[src/design/rrss_pkg.sv]
// ----------------------------------------------------------------------------
// rrss_pkg
// Shared types and codes for the round-robin slice scheduler.
// ----------------------------------------------------------------------------
package rrss_pkg;

  // default number of process slots, root included
  localparam int unsigned MaxProcessesDef = 16;

  // configuration port
  localparam int unsigned AddrW = 3;
  localparam int unsigned DataW = 32;

  // register indexes, taken from paddr[2]
  localparam logic RegTimeSlice = 1'b0;
  localparam logic RegKernelPid = 1'b1;

  // register reset values
  localparam logic [15:0] TimeSliceRst = 16'd10;
  localparam logic [15:0] KernelPidRst = 16'd0;

  // operation codes
  localparam logic [2:0] OpTick   = 3'd0;
  localparam logic [2:0] OpAdd    = 3'd1;
  localparam logic [2:0] OpRemove = 3'd2;
  localparam logic [2:0] OpYield  = 3'd3;
  localparam logic [2:0] OpKill   = 3'd4;
  localparam logic [2:0] OpFind   = 3'd5;

  // result status codes
  localparam logic [1:0] StatOk       = 2'd0;
  localparam logic [1:0] StatNotFound = 2'd1;
  localparam logic [1:0] StatFull     = 2'd2;
  localparam logic [1:0] StatCurrent  = 2'd3;

  // configuration seen by the sequencer
  typedef struct packed {
    logic [15:0] time_slice;
    logic [15:0] kernel_pid;
  } cfg_t;

endpackage

[src/design/rrss_ram.sv]
// ----------------------------------------------------------------------------
// rrss_ram
// Generic single write port, single read port RAM with registered read.
// ----------------------------------------------------------------------------
module rrss_ram #(
  parameter int unsigned Width = 16,
  parameter int unsigned Depth = 16
) (
  input  logic                     clk_i,
  input  logic                     we_i,
  input  logic [$clog2(Depth)-1:0] waddr_i,
  input  logic [Width-1:0]         wdata_i,
  input  logic [$clog2(Depth)-1:0] raddr_i,
  output logic [Width-1:0]         rdata_o
);

  logic [Width-1:0] mem_q [Depth];
  logic [Width-1:0] rdata_q;

  // write port and registered read port
  always_ff @(posedge clk_i) begin
    if (we_i) begin
      mem_q[waddr_i] <= wdata_i;
    end
    rdata_q <= mem_q[raddr_i];
  end

  assign rdata_o = rdata_q;

endmodule

[src/design/rrss_regs.sv]
// ----------------------------------------------------------------------------
// rrss_regs
// APB-style register file holding the time slice and the root pid.
// ----------------------------------------------------------------------------
module rrss_regs (
  input  logic                        clk_i,
  input  logic                        rst_ni,
  input  logic                        psel,
  input  logic                        penable,
  input  logic                        pwrite,
  input  logic [rrss_pkg::AddrW-1:0]  paddr,
  input  logic [rrss_pkg::DataW-1:0]  pwdata,
  output logic [rrss_pkg::DataW-1:0]  prdata,
  output logic                        pready,
  output rrss_pkg::cfg_t              cfg_o
);

  logic [15:0] time_slice_q;
  logic [15:0] kernel_pid_q;
  logic        wr_en;

  assign pready = 1'b1;
  assign wr_en  = psel & penable & pwrite;

  // register writes
  always_ff @(posedge clk_i or negedge rst_ni) begin
    if (!rst_ni) begin
      time_slice_q <= rrss_pkg::TimeSliceRst;
      kernel_pid_q <= rrss_pkg::KernelPidRst;
    end else if (wr_en) begin
      if (paddr[2] == rrss_pkg::RegTimeSlice) begin
        time_slice_q <= pwdata[15:0];
      end else begin
        kernel_pid_q <= pwdata[15:0];
      end
    end
  end

  // read mux
  always_comb begin
    case (paddr[2])
      rrss_pkg::RegTimeSlice: prdata = {16'd0, time_slice_q};
      rrss_pkg::RegKernelPid: prdata = {16'd0, kernel_pid_q};
      default:                prdata = '0;
    endcase
  end

  assign cfg_o.time_slice = time_slice_q;
  assign cfg_o.kernel_pid = kernel_pid_q;

endmodule

[src/design/round_robin_slice_scheduler.sv]
// ----------------------------------------------------------------------------
// round_robin_slice_scheduler
// Round-robin time-slice scheduler over a linked ring of process slots.
// ----------------------------------------------------------------------------
// One operation is handled at a time and in_stall_o stays high until its
// result beat has been taken. Slot pids, links and run times live in RAMs
// with one read port each, so every slot visited takes a read state and a
// compare state. Each operation passes ST_CUR and ST_DISPATCH: a tick that
// only charges the slot then goes to ST_OUT, a switch reads the new pid in
// ST_NEW_RD and ST_NEW_PID, an add scans the slot flags one slot per cycle
// and links the slot in ST_ADD_LINK, and remove or find follow the ring link
// by link. The result waits in ST_OUT on out_stall_i, and ST_IDLE comes
// again before the next beat is taken. No clearing pass runs after reset.
module round_robin_slice_scheduler #(
  parameter int unsigned MAX_PROCESSES = rrss_pkg::MaxProcessesDef
) (
  input  logic                       clk_i,
  input  logic                       rst_ni,
  // configuration
  input  logic                       psel,
  input  logic                       penable,
  input  logic                       pwrite,
  input  logic [rrss_pkg::AddrW-1:0] paddr,
  input  logic [rrss_pkg::DataW-1:0] pwdata,
  output logic [rrss_pkg::DataW-1:0] prdata,
  output logic                       pready,
  // operation beats
  input  logic                       in_valid_i,
  output logic                       in_stall_o,
  input  logic [2:0]                 op_i,
  input  logic [15:0]                pid_i,
  // result beats
  output logic                       out_valid_o,
  input  logic                       out_stall_i,
  output logic [1:0]                 status_o,
  output logic                       switched_o,
  output logic [15:0]                old_pid_o,
  output logic [15:0]                new_pid_o,
  output logic [4:0]                 process_count_o,
  output logic [31:0]                run_time_o
);

  localparam int unsigned SW = $clog2(MAX_PROCESSES);
  localparam int unsigned CW = $clog2(MAX_PROCESSES + 1);

  typedef enum logic [3:0] {
    ST_IDLE, ST_CUR, ST_DISPATCH, ST_ADD_SCAN, ST_ADD_LINK,
    ST_WALK_RD, ST_WALK_CMP, ST_NEW_RD, ST_NEW_PID, ST_OUT
  } state_e;

  rrss_pkg::cfg_t cfg;

  state_e state_q, state_d;
  logic [2:0]          op_q, op_d;
  logic [15:0]         pid_q, pid_d;
  logic [SW-1:0]       cur_q, cur_d;
  logic [SW-1:0]       tail_q, tail_d;
  logic [SW-1:0]       next0_q, next0_d;
  logic [SW-1:0]       ptr_q, ptr_d;
  logic [SW-1:0]       prev_q, prev_d;
  logic [15:0]         ticks_q, ticks_d;
  logic [CW-1:0]       count_q, count_d;
  logic [31:0]         rt0_q, rt0_d;
  logic [MAX_PROCESSES-1:0] valid_q, valid_d;
  logic [MAX_PROCESSES-1:0] doomed_q, doomed_d;

  logic [1:0]  status_q, status_d;
  logic        switched_q, switched_d;
  logic [15:0] old_pid_q, old_pid_d;
  logic [15:0] new_pid_q, new_pid_d;
  logic [31:0] rt_out_q, rt_out_d;

  // ram ports
  logic          pid_we, rt_we, next_we;
  logic [SW-1:0] pid_waddr, rt_waddr, next_waddr;
  logic [15:0]   pid_wdata;
  logic [31:0]   rt_wdata;
  logic [SW-1:0] next_wdata;
  logic [15:0]   pid_rd;
  logic [31:0]   rt_rd;
  logic [SW-1:0] next_rd;

  // helpers
  logic [15:0]   sel_pid;
  logic [SW-1:0] cur_next;
  logic [31:0]   cur_rt;
  logic [31:0]   rt_inc;
  logic          nx_doomed;

  rrss_regs u_regs (
    .clk_i   (clk_i),
    .rst_ni  (rst_ni),
    .psel    (psel),
    .penable (penable),
    .pwrite  (pwrite),
    .paddr   (paddr),
    .pwdata  (pwdata),
    .prdata  (prdata),
    .pready  (pready),
    .cfg_o   (cfg)
  );

  rrss_ram #(.Width(16), .Depth(MAX_PROCESSES)) u_pid_ram (
    .clk_i   (clk_i),
    .we_i    (pid_we),
    .waddr_i (pid_waddr),
    .wdata_i (pid_wdata),
    .raddr_i (ptr_q),
    .rdata_o (pid_rd)
  );

  rrss_ram #(.Width(32), .Depth(MAX_PROCESSES)) u_rt_ram (
    .clk_i   (clk_i),
    .we_i    (rt_we),
    .waddr_i (rt_waddr),
    .wdata_i (rt_wdata),
    .raddr_i (ptr_q),
    .rdata_o (rt_rd)
  );

  rrss_ram #(.Width(SW), .Depth(MAX_PROCESSES)) u_next_ram (
    .clk_i   (clk_i),
    .we_i    (next_we),
    .waddr_i (next_waddr),
    .wdata_i (next_wdata),
    .raddr_i (ptr_q),
    .rdata_o (next_rd)
  );

  // slot zero fields come from registers, the rest from the rams
  assign sel_pid   = (ptr_q == '0) ? cfg.kernel_pid : pid_rd;
  assign cur_next  = (cur_q == '0) ? next0_q : next_rd;
  assign cur_rt    = (cur_q == '0) ? rt0_q : rt_rd;
  assign rt_inc    = (cur_rt == 32'hFFFF_FFFF) ? cur_rt : cur_rt + 32'd1;
  assign nx_doomed = doomed_q[cur_next] | ((op_q == rrss_pkg::OpKill) && (cur_next == cur_q));

  // sequencer next state
  always_comb begin
    state_d    = state_q;
    op_d       = op_q;
    pid_d      = pid_q;
    cur_d      = cur_q;
    tail_d     = tail_q;
    next0_d    = next0_q;
    ptr_d      = ptr_q;
    prev_d     = prev_q;
    ticks_d    = ticks_q;
    count_d    = count_q;
    rt0_d      = rt0_q;
    valid_d    = valid_q;
    doomed_d   = doomed_q;
    status_d   = status_q;
    switched_d = switched_q;
    old_pid_d  = old_pid_q;
    new_pid_d  = new_pid_q;
    rt_out_d   = rt_out_q;
    pid_we     = 1'b0;
    pid_waddr  = ptr_q;
    pid_wdata  = pid_q;
    rt_we      = 1'b0;
    rt_waddr   = ptr_q;
    rt_wdata   = '0;
    next_we    = 1'b0;
    next_waddr = ptr_q;
    next_wdata = '0;

    case (state_q)
      ST_IDLE: begin
        if (in_valid_i) begin
          op_d    = op_i;
          pid_d   = pid_i;
          ptr_d   = cur_q;
          state_d = ST_CUR;
        end
      end

      // read the current slot
      ST_CUR: state_d = ST_DISPATCH;

      ST_DISPATCH: begin
        old_pid_d  = sel_pid;
        new_pid_d  = sel_pid;
        status_d   = rrss_pkg::StatOk;
        switched_d = 1'b0;
        rt_out_d   = '0;
        state_d    = ST_OUT;
        case (op_q)
          rrss_pkg::OpTick, rrss_pkg::OpYield, rrss_pkg::OpKill: begin
            if (op_q == rrss_pkg::OpTick && ticks_q != '0) begin
              // charge one tick to the current slot
              if (cur_q == '0) begin
                rt0_d = rt_inc;
              end else begin
                rt_we    = 1'b1;
                rt_waddr = cur_q;
                rt_wdata = rt_inc;
              end
              ticks_d = ticks_q - 16'd1;
            end else begin
              // switch to the next slot, or the root when it is doomed
              if (op_q == rrss_pkg::OpKill) begin
                doomed_d[cur_q] = 1'b1;
              end
              cur_d      = nx_doomed ? '0 : cur_next;
              ptr_d      = nx_doomed ? '0 : cur_next;
              ticks_d    = cfg.time_slice;
              switched_d = 1'b1;
              state_d    = ST_NEW_RD;
            end
          end
          rrss_pkg::OpAdd: begin
            ptr_d   = SW'(1);
            state_d = ST_ADD_SCAN;
          end
          rrss_pkg::OpRemove: begin
            status_d = rrss_pkg::StatNotFound;
            prev_d   = '0;
            ptr_d    = next0_q;
            state_d  = (next0_q == '0) ? ST_OUT : ST_WALK_RD;
          end
          rrss_pkg::OpFind: begin
            if (cfg.kernel_pid == pid_q) begin
              rt_out_d = rt0_q;
            end else begin
              status_d = rrss_pkg::StatNotFound;
              ptr_d    = next0_q;
              state_d  = (next0_q == '0) ? ST_OUT : ST_WALK_RD;
            end
          end
          default: state_d = ST_OUT;
        endcase
      end

      // lowest free slot, one per cycle
      ST_ADD_SCAN: begin
        if (!valid_q[ptr_q]) begin
          pid_we           = 1'b1;
          rt_we            = 1'b1;
          next_we          = 1'b1;
          valid_d[ptr_q]   = 1'b1;
          doomed_d[ptr_q]  = 1'b0;
          count_d          = count_q + CW'(1);
          state_d          = ST_ADD_LINK;
        end else if (ptr_q == SW'(MAX_PROCESSES - 1)) begin
          status_d = rrss_pkg::StatFull;
          state_d  = ST_OUT;
        end else begin
          ptr_d = ptr_q + SW'(1);
        end
      end

      // link the new slot behind the tail
      ST_ADD_LINK: begin
        if (tail_q == '0) begin
          next0_d = ptr_q;
        end else begin
          next_we    = 1'b1;
          next_waddr = tail_q;
          next_wdata = ptr_q;
        end
        tail_d  = ptr_q;
        state_d = ST_OUT;
      end

      ST_WALK_RD: state_d = ST_WALK_CMP;

      // compare one ring slot, then follow its link
      ST_WALK_CMP: begin
        if (pid_rd == pid_q) begin
          state_d = ST_OUT;
          if (op_q == rrss_pkg::OpFind) begin
            status_d = rrss_pkg::StatOk;
            rt_out_d = rt_rd;
          end else if (ptr_q == cur_q) begin
            status_d = rrss_pkg::StatCurrent;
          end else begin
            status_d = rrss_pkg::StatOk;
            if (prev_q == '0) begin
              next0_d = next_rd;
            end else begin
              next_we    = 1'b1;
              next_waddr = prev_q;
              next_wdata = next_rd;
            end
            if (tail_q == ptr_q) begin
              tail_d = prev_q;
            end
            valid_d[ptr_q]  = 1'b0;
            doomed_d[ptr_q] = 1'b0;
            count_d         = count_q - CW'(1);
          end
        end else begin
          prev_d  = ptr_q;
          ptr_d   = next_rd;
          state_d = (next_rd == '0) ? ST_OUT : ST_WALK_RD;
        end
      end

      // fetch the pid of the slot switched in
      ST_NEW_RD: state_d = ST_NEW_PID;

      ST_NEW_PID: begin
        new_pid_d = sel_pid;
        state_d   = ST_OUT;
      end

      ST_OUT: begin
        if (!out_stall_i) begin
          state_d = ST_IDLE;
        end
      end

      default: state_d = ST_IDLE;
    endcase
  end

  // control state
  always_ff @(posedge clk_i or negedge rst_ni) begin
    if (!rst_ni) begin
      state_q  <= ST_IDLE;
      cur_q    <= '0;
      tail_q   <= '0;
      next0_q  <= '0;
      ticks_q  <= '0;
      count_q  <= CW'(1);
      rt0_q    <= '0;
      valid_q  <= MAX_PROCESSES'(1);
      doomed_q <= '0;
    end else begin
      state_q  <= state_d;
      cur_q    <= cur_d;
      tail_q   <= tail_d;
      next0_q  <= next0_d;
      ticks_q  <= ticks_d;
      count_q  <= count_d;
      rt0_q    <= rt0_d;
      valid_q  <= valid_d;
      doomed_q <= doomed_d;
    end
  end

  // operands and result payload
  always_ff @(posedge clk_i) begin
    op_q       <= op_d;
    pid_q      <= pid_d;
    ptr_q      <= ptr_d;
    prev_q     <= prev_d;
    status_q   <= status_d;
    switched_q <= switched_d;
    old_pid_q  <= old_pid_d;
    new_pid_q  <= new_pid_d;
    rt_out_q   <= rt_out_d;
  end

  assign in_stall_o      = (state_q != ST_IDLE);
  assign out_valid_o     = (state_q == ST_OUT);
  assign status_o        = status_q;
  assign switched_o      = switched_q;
  assign old_pid_o       = old_pid_q;
  assign new_pid_o       = new_pid_q;
  assign process_count_o = 5'(count_q);
  assign run_time_o      = rt_out_q;

  // the root never leaves the ring
  assert property (@(posedge clk_i) disable iff (!rst_ni) valid_q[0])
    else $error("root slot lost");

  // the current slot is always a live slot
  assert property (@(posedge clk_i) disable iff (!rst_ni) valid_q[cur_q])
    else $error("current slot not in ring");

  // slot count matches the live slots
  assert property (@(posedge clk_i) disable iff (!rst_ni)
    (count_q != '0) && (32'(count_q) == 32'($countones(valid_q))))
    else $error("slot count out of step");

  // a result beat is only shown while new beats are held off
  assert property (@(posedge clk_i) disable iff (!rst_ni) out_valid_o |-> in_stall_o)
    else $error("input open during result");

endmodule

[config.mk]
export PLATFORM = sky130hd
export DESIGN_NAME = round_robin_slice_scheduler
export DESIGN_NICKNAME = d
export VERILOG_FILES = /design/src/design/rrss_pkg.sv /design/src/design/rrss_ram.sv /design/src/design/rrss_regs.sv /design/src/design/round_robin_slice_scheduler.sv
export SDC_FILE = /design/constraint.sdc
export NUM_CORES = 1
export LEC_CHECK = 0
export BUFFER_PORTS_ARGS = -buffer_cell sky130_fd_sc_hd__clkbuf_2
export CAP_MARGIN = 20
export CORE_MARGIN = 3
export CORE_UTILIZATION = 40
export DETAILED_ROUTE_END_ITERATION = 7
export PLACE_DENSITY_LB_ADDON = 0.3
export RECOVER_POWER = 100
export REMOVE_ABC_BUFFERS = 1
export SETUP_SLACK_MARGIN = 0.02
export SYNTH_ARGS = -nofsm -noshare
export SYNTH_HDL_FRONTEND = slang
export SYNTH_SLANG_ARGS = --single-unit
export TNS_END_PERCENT = 1
[constraint.sdc]
create_clock -name clk_i -period 4.4 [get_ports clk_i]
set_input_delay 0.88 -clock clk_i [delete_from_list [all_inputs] [get_ports clk_i]]
set_output_delay 0.88 -clock clk_i [all_outputs]
set_load 0.1 [all_outputs]
[After elaboration in Yosys (flattened, before gate mapping)]
Memory sizes are Yosys's and may differ from the RTL's. A register that Yosys moved wholly into a read port is not among the register bits.
Cells that the tools add are included.
Operators by class
  $add $sub $neg: 5
  multiply operators: 0
  div/mod/pow operators: 0
  magnitude comparators: 5
  equality and inequality tests: 43
  shift-type cells: 0
  muxes and demuxes: 118
  bitwise logic cells: 10
  reduce and logical (&&, ||, !) cells: 37
Operators by type and width (number)
  $mux W32: 10
  $mux W16: 13
  $mux W4: 42
  $pmux W32 S2: 2
  $pmux W16 S3: 1
  $pmux W4 S4: 3
  $pmux W4 S2: 5
  $pmux W4 S9: 1
  $add A32 B1 Y32 const B: 1
  $and A16 B16 Y16: 2
  $eq A16 B16 Y1: 2
  $eq A32 B32 Y1 const B: 1
  $ne A2 B2 Y1 const B: 16
  $or A16 B16 Y16: 2
  $pmux W16 S2: 1
  $logic_not A4 Y1: 7
  $mux W1: 22
  $mux W5: 4
  $eq A4 B3 Y1 const B: 4
  $not A16 Y16: 1
  $reduce_and A8 Y1: 2
  $reduce_bool A16 Y1: 1
  $sub A16 B1 Y16 const B: 1
  $lt A4 B5 Y1 const B: 3
  36 further kinds: 71
Storage, ports and cells
  bits in registers: 227
  latch bits: 0
  bits in writable memories: 832
  memory bits (read-only): 0
  input bits: 61
  output and inout bits: 107
  word-level logic and storage cells: 241
  memories kept: 3
Memory list
  u_rt_ram.mem_q: words 16, width 32, rd ports 1, clocked after memory_dff 1, wr ports 1, RTL line rrss_ram.sv:17  | logic [Width-1:0] mem_q [Depth];
  u_pid_ram.mem_q: words 16, width 16, rd ports 1, clocked after memory_dff 1, wr ports 1, RTL line rrss_ram.sv:17
  u_next_ram.mem_q: words 16, width 4, rd ports 1, clocked after memory_dff 1, wr ports 1, RTL line rrss_ram.sv:17

[Depth between registers and ports, before layout]
Gate-level depths: netlist (run 1).
  depth in word-level cells: 10
  depth in mapped cells: 14
  mapped depth without buffers: 9

[Modules after synthesis]
Synthesis (run 1) repeated with hierarchy kept, for this count alone.
Second synthesis, totals
  cell total of the unflattened synthesis: 2693
  area total of the unflattened synthesis: 45578.7 sq um
By module, submodules not included
  rrss_ram (u_rt_ram): times used 1, cells an instance 838, area each 19835.3 sq um, seq. area each 16015.4 sq um
  round_robin_slice_scheduler: times used 1, cells an instance 1188, area each 11434.7 sq um, seq. area each 5352.6 sq um
  rrss_ram (u_pid_ram): times used 1, cells an instance 432, area each 10042.1 sq um, seq. area each 8007.7 sq um
  rrss_ram (u_next_ram): times used 1, cells an instance 130, area each 2666.3 sq um, seq. area each 2001.9 sq um
  rrss_regs: times used 1, cells an instance 105, area each 1600.3 sq um, seq. area each 803.3 sq um

[Worst setup path after synthesis (run 1)]
Ideal clock, no wire load.
  path type: register -> register
  from: reg state_q[0]
  to: mem u_rt_ram.mem_q[7][0], enable pin
  setup time: 0.421 ns
  arrival time: 3.831 ns
  required time: 3.979 ns
  slack: 0.148 ns
  cell stages (with the launch flop): 11
  path buffers: 3
  cells stage by stage: dfrtp_1 > clkbuf_1 > nand2b_1 > nand2b_1 > inv_1 > clkbuf_1 > o211ai_1 > clkbuf_1 > nor3_1 > a31oi_1 > nor2_1
Between the ends
  word-level cells in the longest chain between the ends: 4
  elaborated cells on any way between the ends: 6
  those cells by class: eq/ne (2); mux (4)
RTL lines
  start, declared: RTL line round_robin_slice_scheduler.sv:53  | state_e state_q, state_d;
  start signal, assigned: RTL line round_robin_slice_scheduler.sv:330  | state_q <= state_d;
  $eq A4 B2 Y1: RTL line round_robin_slice_scheduler.sv:167  | case (state_q)
  $pmux W1 S2: RTL line round_robin_slice_scheduler.sv:167
  $mux W1: RTL line rrss_ram.sv:22  | if (we_i) begin
  $mux W1 (implied by the code): RTL line rrss_ram.sv:23  | mem_q[waddr_i] <= wdata_i;
  end, declared: RTL line rrss_ram.sv:17
Several ways; a longest one is shown, not always the timed one.

[Worst setup path in the final report (run 1)]
  from: reg ptr_q[0], in the netlist pid_waddr[0]
  to: mem u_pid_ram.mem_q[4][3], in the netlist u_pid_ram.mem_q[2][3], enable pin
Between the ends
  word-level cells in the longest chain between the ends: 6
RTL lines
  start, declared: RTL line round_robin_slice_scheduler.sv:59  | logic [SW-1:0] ptr_q, ptr_d;
  start signal, assigned: RTL line round_robin_slice_scheduler.sv:346  | ptr_q <= ptr_d;
  $bmux W1 S4: RTL line round_robin_slice_scheduler.sv:236  | if (!valid_q[ptr_q]) begin
  $mux W1 (implied by the code): RTL line round_robin_slice_scheduler.sv:236
  $mux W1: RTL line round_robin_slice_scheduler.sv:236
  $mux W1: RTL line round_robin_slice_scheduler.sv:167
  $mux W1: RTL line rrss_ram.sv:22
  $mux W1 (implied by the code): RTL line rrss_ram.sv:23
  end, declared: RTL line rrss_ram.sv:17
Several ways; a longest one is shown, not always the timed one. The select of a mux whose other input is x is not followed.

==> metrics, run 1 <==
outcome=finished, violations left; failing checks=max-capacitance violations, max-slew violations; clk_skew=0.04948 ns; DRT antenna net count=0; DRT Wirelength=110.2 mm; Vias=24310; PwrDens=646.0 nW/um^2; via/cell ratio=5.657; CTS root buf=clkbuf_16; clk buf depth=3; FF-to-FF Start=pid_waddr[0]; number of stages on the worst setup path=7; crit path max fanout=17; crit end category=flip-flop; post-CTS resize count=0; Max Slew Vio Count=114; Post-synth top cells=926 x edfxtp_1, 265 x mux4_2, 137 x nor2_1, 129 x dfrtp_1, 108 x nand2_1; final total power=33.32 mW; site row count=122; global-route wire length before repair=163.6 mm; end of the critical path=u_pid_ram.mem_q[2][3]; crit path time final=4.164 ns; post-synth top area share=0.6168; core box area=111300 um^2; Final Cell Area=51580 um^2; synthesized area=45090 um^2; Distinct cells, synth=82; DRT iter0 DRCs=2706; number of synthesized flops with an enable pin=926; most numerous cell in the Yosys netlist=edfxtp_1; CP top delay family=buffers and inverters; Die Height=341.7 um; die width=341.7 um; Max VDD drop=0.0004092 V; post-DP HPWL=65.65 mm; RSZ-0062 raised after global routing=false; CP peak stage delay=1.06 ns; H-tree depth=3; GPL Wtd Cong=0.8991; GR Overflow Total=0; cell-by-cell trace of the critical path=mux4_2 -> mux2i_1 -> mux2_1 -> and2_1 -> clkbuf_2 -> and3_1 -> clkbuf_1; DR pass1 iterations=5; number of synthesis warnings=0; worst flop-to-flop path endpoint=u_pid_ram.mem_q[2][3]; Worst Path Buf+Inv=2; Synth Instances=2481; switching part of the total=0.3423; Tcrit/Tclk final=0.9464; part of the power in the clock network=0.289; worst reg2reg setup slack=0.24 ns; origin of the worst setup path=pid_waddr[0]; vias in the first global route=24850; sequential share of the synthesized area=0.7138; Cell Int Power=21.92 mW; drt wl/cell=25.63 um; syn_area_per_cell=18.17 um^2; IO Count=168; dominant synthesized flop cell=edfxtp_1; area leader, netlist=edfxtp_1; Area Overhead vs Synth=14.41%; Total GRT Usage=0.1877; Rel. slew slack=-0.6445; CP max-delay cell=clkbuf_1; max-cap violations=2; latest clock arrival within the worst-skew pair=0.70 ns; worst min-delay path category=input pin to flip-flop; CTS Hold Bufs=0; pre-CTS setup slack=0.4519 ns; Critical Path AT=4.43 ns; final hold vios=0; combinational power share=0.302; # port buffers=132; P_sw=11.41 mW; Slew @ Worst Pin=2.467 ns; Worst-path clk slew=0.06 ns; synthesized flop and latch total=1111; share of synthesized flip-flops with an asynchronous set or reset=0.1197; largest cells by area after synthesis=edfxtp_1 62%, mux4_2 13%, dfrtp_1 7.2%; Peak Freq=240.2 MHz; layout cells sized above 1=0.2325; WS Path Type=flip-flop to flip-flop; CTS Sinks=1111; initial core utilization=0.4052; Placed Area=48230 um^2; TritonCTS clock tree=done; Reg2Reg Depth=7; post-CTS setup buffers=0; NumNets Final=2782; final setup fails=0; startpoint types=flip-flop; Flop pwr share=0.409; Final Worst Setup Slack=0.2360 ns; initial antenna violation count=2; LEAKAGE=18.15 nW; Required @ worst endpoint=4.66 ns; die area=116800 um^2; DR DRC count=0; Num CTS Buffers=114; pin count of the biggest net entering global routing=90
worst min path at each step:
stage | start | to | slack (ns) | cells past startpoint
6_report | pid_i[15] | pid_q[15] | 0.35 | 1
5_1_grt | pid_i[12] | pid_q[12] | 0.31 | 1
4_1_cts | rst_ni | next0_q[0] | 0.28 | 1
3_5_place_dp | flip-flop | flip-flop | 0.46 | 1
3_3_place_gp | flip-flop | flip-flop | 0.45 | 1
2_1_floorplan | flip-flop | flip-flop | 0.44 | 1
layout by cell type, fill, tap and decap left out, types with 13 or more instances in the layout:
cell type and n:
a21oi_1 49, a22o_1 42, a31oi_1 15, and3_1 18
buf_4 43, clkbuf_1 160, clkbuf_16 115, clkbuf_2 51
clkinv_1 15, clkinv_2 17, conb_1 17, dfrtp_1 129
dfxtp_1 52, edfxtp_1 926, inv_1 21, mux2_1 17
mux2_2 67, mux2i_1 18, mux4_2 265, nand2_1 108
nand3_1 58, nand4_1 22, nor2_1 120, nor2_4 16
nor3_1 37, nor4_1 16, o21ai_0 49, or3_1 13
xnor2_1 53, xor2_1 54
registers in the layout (all words and copies together) (netlist names), 32 cells and up, named ones only:
signal	flops
u_rt_ram.mem_q	512
u_pid_ram.mem_q	256
u_next_ram.mem_q	64
rt0_q	32
run_time_o	32
u_rt_ram.rdata_o	32
cells by family after synthesis:
family                   after synthesis  share of synthesized area
flip-flops                          1111                     0.7138
AND/OR/NAND/NOR                      478                    0.05195
multiplexers                         368                     0.1579
AO/OA/AOI/OAI                        239                    0.03655
buffers and inverters                166                    0.01590
XOR/XNOR                             107                    0.02079
adder cells (fa/ha/maj)               10                   0.002942
other                                  2                  0.0001666
routing by layer:
layer / routed length, um / share of wire / global-route usage / vias to the layer above
li1: - / - / - / 10390
met1: 46370 / 0.42 / 0.2636 / 12760
met2: 54160 / 0.49 / 0.3076 / 990
met3: 7257 / 0.066 / 0.02759 / 171
met4: 2383 / 0.022 / 0.05041 / 0
met5: 0 / 0 / 0 / -
final cells by class:
class | count | area [um^2]
clock buffers | 153 | 3120
well taps | 1488 | 1862
repair buffers | 244 | 1296
clock inverters | 60 | 661.9
flip-flops and latches | 1111 | 32180
multi-input cells | 1219 | 12380
inverters | 21 | 78.83
diodes | 2 | 5.005
fillers | 9453 | 59690
power groups by stage:
stage	Sequential (mW)	Clock [mW]	Combinational (mW)
floorplan	15.5	0	5.54
global placement	13.8	0	10.1
detailed placement	13.8	0	10.2
CTS	13.6	9.85	10.3
global route	13.7	10.3	10.7
finish	13.6	9.63	10.1
worst register-to-register path: cells and delay by family (launching register included):
kind / cells / cell delay, ns
buffers and inverters: 2 / 1.41
multiplexers: 3 / 1.09
flip-flops: 1 / 0.83
AND/OR/NAND/NOR: 2 / 0.44
metrics by stage:
| stage | hold WS, ns | utilization | setup TNS [ns] | cells |
|---|---|---|---|---|
| floorplan | 0.4443 | - | -6812.01 | 2351 |
| global placement | 0.4534 | 0.4334 | 0 | 4082 |
| detailed placement | 0.4615 | 0.4334 | 0 | 4082 |
| CTS | 0.2827 | 0.4674 | 0 | 4295 |
| global route | 0.3101 | 0.4636 | 0 | 4298 |
| finish | 0.3519 | 0.4636 | 0 | 4298 |
No activity file was read; power rests on OpenSTA's default activity.
==> run 2, diff against run 1 <==
Clock period 4.4 ns to 5.24 ns, I/O delays scaled along.
==> run 2 against run 1 <==
Net effect:
- the run still ends with max-capacitance violations, max-slew violations left
- first-iteration DRC count shrank 12%
- flip-flop and latch count stayed put
- register-to-register slack improved by 0.18 ns
- worst hold slack gained 0.12 ns
- largest power group unchanged
==> metrics, run 2 (synthesis results as in run 1) <==
outcome=finished, violations left; failing checks=max-capacitance violations, max-slew violations; die width=341.7 um (unchanged); commonest non-fill, non-tap cell in the layout=edfxtp_1; DR DRC count=0 (unchanged); Hold WS=0.4730 ns (+0.1211 ns); final hold vios=0 (unchanged); Cell Int Power=18.71 mW (-15%); post-CTS setup buffers=0 (unchanged); crit path max fanout=17 (unchanged); post-CTS resize count=0 (unchanged); Layout Cells excl Fill=4274 (-0.56%); drt wl/cell=25.39 um (-0.93%); dpl cells=4047 (-0.86%); top flop regs=u_rt_ram.mem_q: 512 flops, u_pid_ram.mem_q: 256 flops, u_next_ram.mem_q: 64 flops; CTS Sinks=1111 (unchanged); switching part of the total=0.3415 (-0.0008529); clk buf depth=3 (unchanged); Flop pwr share=0.404 (-0.005); via/cell ratio=5.654 (about the same); Total GRT Usage=0.1866 (-0.001055); post-DP HPWL=65.96 mm (+0.48%); IO Count=168 (unchanged); Largest Register=u_rt_ram.mem_q; Slew @ Worst Pin=2.821 ns (+0.3545 ns); DRT antenna net count=0 (unchanged); GPL Wtd Cong=0.8885 (-1.2%); WS Path Type=flip-flop to flip-flop; final core utilization=0.4641 (+0.0005850); core box area=111300 um^2 (unchanged); Num CTS Buffers=115 (+0.88%); global-route wire length before repair=162.8 mm (-0.45%); CTS root buf=clkbuf_16; Required @ worst endpoint=5.61 ns (+0.95 ns); Max VDD drop=0.0003150 V (-23%); Area Overhead vs Synth=14.56%; Vias=24170 (-0.61%); Critical Path AT=5.19 ns (+0.76 ns); die area=116800 um^2 (unchanged); final setup fails=0 (unchanged); worst reg2reg setup slack=0.42 ns (+0.18 ns); site row count=122 (unchanged); clk_skew=0.03431 ns (-0.01517 ns); latest clock arrival within the worst-skew pair=0.73 ns (+0.03 ns); TNS Setup=0 ns (unchanged); crit path time final=4.820 ns (+0.6562 ns); ANT cells=0 (-2); final total power=28.41 mW (-15%); vias in the first global route=24700 (-0.62%); Max Slew Vio Count=488 (+330%); NumNets Final=2754 (-1.0%); P_sw=9.703 mW (-15%); part of the power in the clock network=0.304 (+0.015); max FFs per register=512 (unchanged); initial core utilization=0.4052 (unchanged); combinational power share=0.292 (-0.010); RSZ-0062 raised after global routing=false; pin count of the biggest net entering global routing=99 (+10%); Peak Freq=207.5 MHz (-14%); Worst-path clk slew=0.06 ns (about the same); DRT iter0 DRCs=2370 (-12%); worst min-delay path category=flip-flop to flip-flop; GR Overflow Total=0 (unchanged); max-cap violations=13 (+11); # port buffers=132 (unchanged); Tcrit/Tclk final=0.9199 (-0.02648); crit end category=flip-flop; layout cells sized above 1=0.2268 (-0.005701); startpoint types=flip-flop; PwrDens=550.1 nW/um^2 (-15%); Die Height=341.7 um (unchanged); initial antenna violation count=1 (-1); DRT Wirelength=108.5 mm (-1.5%); H-tree depth=3 (unchanged); commonest non-fill, non-tap cells in the layout=926 x edfxtp_1, 265 x mux4_2, 154 x clkbuf_1; TritonCTS clock tree=done; LEAKAGE=18.08 nW (-0.38%); Rel. slew slack=-0.8809 (-0.2364); CTS Hold Bufs=0 (unchanged); DR pass1 iterations=7 (+2)
## run 2: cell count changes in the layout (fill, tap and decap cells not counted), sizes merged
cell,change
clkinvlp,+15
bufinv,+7
clkbuf,-26
buf,-16
diode,-2
clkinv,-2
## run 2: cell type report
type                       instances  area (um^2)
sequential                      1111        32180
fill                            9380        59630
clock buffer                     140         3062
timing repair buffer             215         1066
inverter                          21        78.83
tap                             1488         1862
clock inverter                    80         1040
multi-input combinational       1219        12360
## run 2: through the flow
step | setup slack (ns) | instance area [um^2]
after floorplan | -6.502 | 44500
after global placement | 0.8231 | 47870
after detailed placement | 0.7094 | 47870
after CTS | 0.6554 | 51970
after global routing | 0.1737 | 51650
final | 0.4198 | 51650
## run 2: per-layer routing
metal	track usage	vias to the layer above	part of all wire
met3	0.03226	208	0.062
met5	0	-	0.00016
li1	-	10340	-
met1	0.2595	12690	0.42
met4	0.05384	2	0.027
met2	0.3035	928	0.49
## run 2: power by group through the flow
stage | clock network [mW] | logic (mW) | registers (mW)
floorplan | 0 | 4.84 | 13.0
global placement | 0 | 8.30 | 11.6
detailed placement | 0 | 8.38 | 11.6
CTS | 8.83 | 8.42 | 11.5
global route | 9.21 | 8.89 | 11.6
finish | 8.63 | 8.29 | 11.5
## run 2: worst max-delay path: stages (launching register included)
cell	delay, ns
dfrtp_1	0.64
or4_1	0.98
mux2i_1	0.59
a221o_1	0.29
o31a_1	0.74
nand2_1	0.25
xor2_1	0.21
nor2_1	0.74
## run 2: path summary, 6_finish.rpt
kind / depth (start not counted) / endpoint / from
setup / recovery: 7 / u_rt_ram.mem_q[3][13] / cur_q[0]
hold / removal: 1 / process_count_o[4] / process_count_o[4]
setup reg to reg: 7 / u_rt_ram.mem_q[3][13] / cur_q[0]
hold reg to reg: 1 / process_count_o[4] / process_count_o[4]
max in group asynchronous: 2 / rt0_q[10] / rst_ni
min in group asynchronous: 1 / u_regs.kernel_pid_q[2] / rst_ni
